[config.mk]
export PLATFORM = sky130hd
export DESIGN_NAME = leb128_checked_decoder
export DESIGN_NICKNAME = d
export VERILOG_FILES = /design/src/rtl/leb_pkg.sv /design/src/rtl/leb_step.sv /design/src/rtl/leb128_checked_decoder.sv
export SDC_FILE = /design/constraint.sdc
export NUM_CORES = 1
export LEC_CHECK = 0
export BUFFER_PORTS_ARGS = -buffer_cell sky130_fd_sc_hd__buf_2
export CAP_MARGIN = 5
export CORE_MARGIN = 2
export CORE_UTILIZATION = 41
export CTS_CLUSTER_DIAMETER = 60
export DETAILED_ROUTE_END_ITERATION = 10
export SYNTH_ARGS = -nofsm -noshare
export SYNTH_HDL_FRONTEND = slang
export SYNTH_HIERARCHICAL = 1
export SYNTH_SLANG_ARGS = --single-unit
[constraint.sdc]
create_clock -name clk -period 8.35 [get_ports clk]
set_input_delay 0.4175 -clock clk [delete_from_list [all_inputs] [get_ports clk]]
set_output_delay 0.4175 -clock clk [all_outputs]
set_load 0.1 [all_outputs]
[src/rtl/leb_pkg.sv]
// leb_pkg: shared types and constants for the LEB128 checked decoder.
// Holds the decoder state struct, the step result struct and status codes.
// No dependencies.
`timescale 1ns / 1ps

package leb_pkg;

    localparam int ValueWidth = 64;
    localparam int GroupBits  = 7;

    localparam logic [6:0] MaxBits    = 7'd64;
    localparam logic [6:0] GroupMask  = 7'h7f;
    localparam logic [6:0] GroupZero  = 7'h00;
    localparam logic [6:0] GroupStep  = 7'd7;
    localparam logic [6:0] ShiftLimit = 7'd64;

    typedef logic [1:0] status_t;

    localparam status_t STATUS_OK    = 2'd0;
    localparam status_t STATUS_TRUNC = 2'd1;
    localparam status_t STATUS_RANGE = 2'd2;

    typedef struct packed {
        logic [ValueWidth-1:0] accumulator;
        logic [6:0]            shift_amount;
        logic                  in_value;
        logic [6:0]            latched_bits;
        logic                  latched_signed;
        logic                  negative_flag;
    } leb_state_t;

    typedef struct packed {
        logic                  emit;
        logic [ValueWidth-1:0] value;
        status_t               status;
    } leb_result_t;

endpackage

[src/rtl/leb_step.sv]
// leb_step: combinational next-state and result logic for one encoded byte.
// Depends on leb_pkg for the state and result structs and status codes.
`timescale 1ns / 1ps

module leb_step (
    input  leb_pkg::leb_state_t  cur,
    input  logic                 check_en,
    input  logic [7:0]           data_byte,
    input  logic [6:0]           value_bits,
    input  logic                 signed_mode,
    input  logic                 buffer_end,
    output leb_pkg::leb_state_t  nxt,
    output leb_pkg::leb_result_t res
);
    import leb_pkg::*;

    logic                  fresh;
    logic                  more;
    logic [6:0]            grp;
    logic [6:0]            lb;
    logic                  ls;
    logic [ValueWidth-1:0] acc;
    logic [6:0]            sh;
    logic                  neg;
    logic                  neg1;
    logic                  neg2;
    logic [6:0]            left;
    logic [2:0]            left_lo;
    logic [6:0]            mask;
    logic [6:0]            probe;
    logic                  range_err;
    logic [ValueWidth-1:0] acc1;
    logic [6:0]            sh1;
    logic [ValueWidth-1:0] ext;

    always_comb
    begin
        fresh = !cur.in_value;
        more  = data_byte[7];
        grp   = data_byte[6:0];
        lb    = fresh ? ((value_bits > MaxBits) ? MaxBits : value_bits) : cur.latched_bits;
        ls    = fresh ? signed_mode : cur.latched_signed;
        acc   = fresh ? '0 : cur.accumulator;
        sh    = fresh ? 7'd0 : cur.shift_amount;
        neg   = fresh ? 1'b0 : cur.negative_flag;

        // range check on the current group
        left    = lb - sh;
        left_lo = left[2:0];
        mask    = '0;
        probe   = grp;
        range_err = 1'b0;
        neg1    = neg;
        if (check_en)
        begin
            if (sh >= lb)
            begin
                range_err = (grp != (neg ? GroupMask : GroupZero));
            end
            else
            begin
                if (ls)
                begin
                    neg1 = grp[6];
                end
                if (left < GroupStep)
                begin
                    if (ls)
                    begin
                        mask  = GroupMask << (left_lo - 3'd1);
                        probe = neg1 ? ~grp : grp;
                    end
                    else
                    begin
                        mask  = GroupMask << left_lo;
                        probe = grp;
                    end
                    range_err = ((probe & mask) != GroupZero);
                end
            end
        end

        // accumulate, saturating the shift at the top of the word
        if (sh < ShiftLimit)
        begin
            acc1 = acc | ({{(ValueWidth-GroupBits){1'b0}}, grp} << sh[5:0]);
            sh1  = sh + GroupStep;
        end
        else
        begin
            acc1 = acc;
            sh1  = sh;
        end

        neg2 = (!check_en && ls) ? data_byte[6] : neg1;
        ext  = (neg2 && (sh1 < ShiftLimit)) ? ({ValueWidth{1'b1}} << sh1[5:0]) : '0;

        nxt.accumulator    = acc1;
        nxt.shift_amount   = sh1;
        nxt.in_value       = 1'b1;
        nxt.latched_bits   = lb;
        nxt.latched_signed = ls;
        nxt.negative_flag  = neg1;
        res.emit   = 1'b0;
        res.value  = '0;
        res.status = STATUS_OK;

        priority if (fresh && !more)
        begin
            nxt.accumulator   = '0;
            nxt.shift_amount  = 7'd0;
            nxt.negative_flag = 1'b0;
            nxt.in_value      = 1'b0;
            res.emit   = 1'b1;
            res.value  = {{(ValueWidth-GroupBits){ls & grp[6]}}, grp};
        end
        else if (range_err)
        begin
            nxt.accumulator  = acc;
            nxt.shift_amount = sh;
            nxt.in_value     = 1'b0;
            res.emit   = 1'b1;
            res.status = STATUS_RANGE;
        end
        else if (!more)
        begin
            nxt.negative_flag = neg2;
            nxt.in_value      = 1'b0;
            res.emit   = 1'b1;
            res.value  = acc1 | ext;
        end
        else if (check_en && (buffer_end || (sh1 >= lb)))
        begin
            nxt.in_value = 1'b0;
            res.emit   = 1'b1;
            res.status = STATUS_TRUNC;
        end
        else
        begin
            res.emit = 1'b0;
        end
    end

endmodule

[src/rtl/leb128_checked_decoder.sv]
// leb128_checked_decoder: top level of the LEB128 checked byte-stream decoder.
// Depends on leb_pkg and leb_step.
`timescale 1ns / 1ps

// Usage:
//   Input channel (in_valid / in_stall): one encoded byte per word with the
//   target width, signedness and buffer-end flag. A word is taken on a rising
//   edge with in_valid high and in_stall low.
//   Output channel (out_valid / out_stall): one word with value and status for
//   each finished value or detected error; bytes in the middle of a value give
//   no output word.
//   Config channel (cfg_valid / cfg_ready / cfg_data): writes check_enable;
//   cfg_ready is always high. Write only while the decoder is idle.
//   The result word appears in the cycle after the byte that ends the value.
//   Throughput: one byte per cycle while in_stall is low, set by the single
//   decode stage between the byte input and the output register.
//   Reset: clears the decoder state, empties the output register and sets
//   check_enable to 1.
//   Stall: while a result waits under out_stall, in_stall is raised; when the
//   output register drains or is empty, a new byte is taken every cycle.
module leb128_checked_decoder (
    input  logic                      clk,
    input  logic                      rst_n,
    input  logic                      cfg_valid,
    output logic                      cfg_ready,
    input  logic                      cfg_data,
    input  logic                      in_valid,
    output logic                      in_stall,
    input  logic [7:0]                data_byte,
    input  logic [6:0]                value_bits,
    input  logic                      signed_mode,
    input  logic                      buffer_end,
    output logic                      out_valid,
    input  logic                      out_stall,
    output logic [leb_pkg::ValueWidth-1:0] value,
    output leb_pkg::status_t          status
);
    import leb_pkg::*;

    leb_state_t            state_reg;
    leb_state_t            state_next;
    leb_result_t           step_res;
    logic                  check_enable_reg;
    logic                  out_valid_reg;
    logic [ValueWidth-1:0] value_reg;
    status_t               status_reg;
    logic                  in_accept;

    assign cfg_ready = 1'b1;
    assign in_stall  = out_valid_reg & out_stall;
    assign in_accept = in_valid & !in_stall;
    assign out_valid = out_valid_reg;
    assign value     = value_reg;
    assign status    = status_reg;

    leb_step u_step (
        .cur         (state_reg),
        .check_en    (check_enable_reg),
        .data_byte   (data_byte),
        .value_bits  (value_bits),
        .signed_mode (signed_mode),
        .buffer_end  (buffer_end),
        .nxt         (state_next),
        .res         (step_res)
    );

    always_ff @(posedge clk or negedge rst_n)
    begin
        if (!rst_n)
        begin
            check_enable_reg <= 1'b1;
        end
        else if (cfg_valid && cfg_ready)
        begin
            check_enable_reg <= cfg_data;
        end
    end

    always_ff @(posedge clk or negedge rst_n)
    begin
        if (!rst_n)
        begin
            state_reg <= '0;
        end
        else if (in_accept)
        begin
            state_reg <= state_next;
        end
    end

    always_ff @(posedge clk or negedge rst_n)
    begin
        if (!rst_n)
        begin
            out_valid_reg <= 1'b0;
        end
        else if (in_accept && step_res.emit)
        begin
            out_valid_reg <= 1'b1;
        end
        else if (!out_stall)
        begin
            out_valid_reg <= 1'b0;
        end
    end

    always_ff @(posedge clk)
    begin
        if (in_accept && step_res.emit)
        begin
            value_reg  <= step_res.value;
            status_reg <= step_res.status;
        end
    end

    a_err_value_zero: assert property (@(posedge clk) disable iff (!rst_n)
        (out_valid_reg && (status_reg != STATUS_OK)) |-> (value_reg == '0))
        else $error("error result carries nonzero value");

    a_status_code: assert property (@(posedge clk) disable iff (!rst_n)
        out_valid_reg |-> ((status_reg == STATUS_OK) || (status_reg == STATUS_TRUNC) ||
                           (status_reg == STATUS_RANGE)))
        else $error("illegal status code");

    a_emit_ends_value: assert property (@(posedge clk) disable iff (!rst_n)
        (in_accept && step_res.emit) |=> !state_reg.in_value)
        else $error("decoder still inside a value after a result");

    a_bits_limit: assert property (@(posedge clk) disable iff (!rst_n)
        state_reg.in_value |-> (state_reg.latched_bits <= MaxBits))
        else $error("latched width above 64");

    a_shift_limit: assert property (@(posedge clk) disable iff (!rst_n)
        state_reg.shift_amount <= (ShiftLimit + GroupStep - 7'd1))
        else $error("shift ran past saturation");

endmodule

==> summary.txt <==
Pwr
  • Pwr Total: 4380 uW
  • Static leakage: ~0.0045 uW
  • PwrDens: 394 nW/um2
  • VDD IR max: around 0.18 mV

Run status
  • Status: finished, final reports clean

Cells and area
  • Finished Cell Area: 11100 um2
  • Max reg flops: between 80 and 90
  • ANT cells: 0
  • Commonest cells after routing, fill and taps aside: nand2_1, o21ai_0, buf_2
  • Most common cell after layout, fill and taps aside: nand2_1
  • Final Util: 0.460
  • Layout cells sized above 1: 0.249
  • Layout Nets: 1069
  • Area grow syn2layout: 10.7%
  • Fin cells: 1366

STA
  • RSZ-0062 raised after global routing: no
  • Setup Skew: 0.0100 ns
  • Final setup violation count: 0
  • Slew @ Worst Pin: 1.40 ns
  • Fin crit share: 0.731
  • Max transition margin: 0.0566
  • F_max: 164 MHz
  • Fin Setup TNS: 0 ns
  • Max-slew violation count: 0
  • Minimum clock period: 6.10 ns
  • Number of hold violations in the final report: 0

Worst setup path
  • Max Fanout on Critical Path: 55
  • Crit. Startpoint: state_reg[9]
  • Worst Reg-to-Reg Cells: 14
  • Critical path's slowest cell: xnor2_1
  • Worst Setup End Kind: flip-flop
  • Worst endpoint required time: 8.44 ns
  • Crit path kind: reg2reg
  • Crit Reg-Reg Startpoint: state_reg[9]
  • Critical path arrival: around 6.2 ns
  • Worst flop-to-flop path endpoint: value[30]
  • R2R setup slack: between 2 and 2.5 ns
  • Delay of the slowest critical-path stage: 0.90 ns
  • CP cell instances: buf_4, nand2_1, ha_1, nor2b_1, nor3_1, xnor2_1, inv_1, ha_1, a21o_1, a2111oi_0, o21bai_1, nand2_1, nor2_4, buf_4
  • CP Launch Type: flip-flop

Place
  • IO Port Bufs: 90
  • Post-DP HPWL: approximately 21000 um
  • Dpl cells: 1334
  • DP Area: 10600 um2
  • GPL Wtd Cong: ~1.0

Clocking
  • CTS Buffer Depth: 2
  • Clock H-tree levels: 4
  • Clock Sinks: between 100 and 150
  • Clock Latency Late Sink: 0.43 ns
  • Num CTS Buffers: 17
  • Clock slew at reported path FFs: 0.07 ns
  • Clock root buffer: clkbuf_16
  • Post-cts hold buffer count: 0
  • CTS tree: yes
  • Setup Buffers After CTS: 0
  • PostCTS Resize Cnt: 0

Route
  • Via Count: 8482
  • Wire per inst: 22.6 um
  • Initial detailed-routing violation count: 929
  • DR vias/cell: 6.21
  • # DRC: 0
  • WL final: 30900 um
  • Antenna-violating nets left: 0
  • DRT Pass-1 Iters: 6

Synthesis
  • Asr flop ratio synth: 0.557
  • Synth warnings: 6
  • Mapped Cells: 986
  • Syn avg cell area: between 10 and 15 um2
  • Syn nets: 1026
  • Ys flop type: dfrtp_1
  • Yosys reg bits: 149
  • Sequential area share after synthesis: 0.404
  • Count of unique library cells instantiated by Yosys: 82
  • Number of synthesized flops with an enable pin: 66
  • Post-Syn Area: 10000 um2

Global route
  • First-pass GRT wire length: 48000 um
  • Largest net degree at the start of global routing: 65
  • Total track usage: 0.240
  • Grt total ovfl: 0
  • Initial antenna violation count: 0
  • Number of global-route vias before repair: 7961

Die
  • Chip width: 161 um
  • Boundary pin count: 92
  • Initial Utilization: 0.416
  • Chip height: 161 um
  • Core Area: 24200 um2
  • Die Footprint: about 26000 um2
  • Row cnt: 57

Worst hold path
  • Min-Delay Path Class: in2async

Flow run
  • MaxCap Viol Count: 0
==> critical path, delay by kind of cell, from the launching register on <==
kind | cells | cell delay [ns]
fa+ha+maj | 2 | 0.76
flops | 1 | 0.67
simple gates | 5 | 0.88
buf+inv | 3 | 1.40
xor+xnor | 1 | 0.90
compound gates | 3 | 1.04
==> layout make-up <==
cell class | instances | area [um2]
clock buffers | 17 | 425
clock inverters | 15 | 144
fillers | 2272 | 13100
inverters | 27 | 101
multi-input cells | 730 | 5420
flip-flops and latches | 149 | 4060
well taps | 324 | 405
repair buffers | 104 | 558
==> cells by family after synthesis <==
logic type,Yosys count,synth area share
compound gates,339,0.240
simple gates,267,0.122
flops,149,0.404
buf+inv,107,0.0599
mux,98,0.145
fa+ha+maj,17,0.0219
xor+xnor,8,0.00697
other cells,1,0.000373
==> metal layers <==
metal	vias up	global-route usage	share of wire
met5	-	0	0
met4	0	0.0839	0.027
met3	62	0.0455	0.076
met2	454	0.359	0.45
met1	4148	0.347	0.45
li1	3818	-	-
==> worst max path at each step <==
stage,to,slack (ns),depth (start not counted)
after global routing,value[30],2.04,14
after global placement,value[39],2.59,14
after CTS,value[36],2.51,14
final,value[30],2.25,14
after floorplan,status[0],0.99,19
after detailed placement,value[39],2.52,14
==> metrics by stage <==
step                setup WS [ns]  hold WS [ns]
detailed placement           2.52         0.471
floorplan                   0.989         0.122
global route                 2.04        0.0337
CTS                          2.51        0.0338
finish                       2.25       0.00245
global placement             2.59         0.489
==> power by group <==
group / internal [uW] / switching [uW]
Combinational: 680 / 1860
Clock: 418 / 340
Sequential: 962 / 121
Total: 2060 / 2320
==> synthesized netlist by cell type (all sizes together) (6+ instances only) <==
| master | number | area [um2] |
|---|---|---|
| a21boi | 6 | 56.3 |
| a21o | 10 | 75.1 |
| a21oi | 37 | 185 |
| a221oi | 19 | 166 |
| a222oi | 8 | 80.1 |
| a22o | 11 | 96.3 |
| a22oi | 10 | 75.1 |
| a31oi | 9 | 62.6 |
| a32o | 16 | 160 |
| a41oi | 24 | 300 |
| and2 | 11 | 70.1 |
| buf | 34 | 328 |
| clkbuf | 46 | 173 |
| dfrtp | 82 | 2050 |
| edfxtp | 66 | 1980 |
| ha | 16 | 200 |
| inv | 25 | 93.8 |
| mux2 | 84 | 1250 |
| mux2i | 9 | 93.8 |
| nand2 | 122 | 458 |
| nand2b | 18 | 113 |
| nand3 | 16 | 80.1 |
| nor2 | 51 | 191 |
| nor3 | 17 | 90.1 |
| o21a | 6 | 45.0 |
| o21ai | 126 | 631 |
| o22ai | 12 | 75.1 |
| or2 | 7 | 43.8 |
| xnor2 | 6 | 52.6 |
No activity file was read; power rests on OpenSTA's default activity.
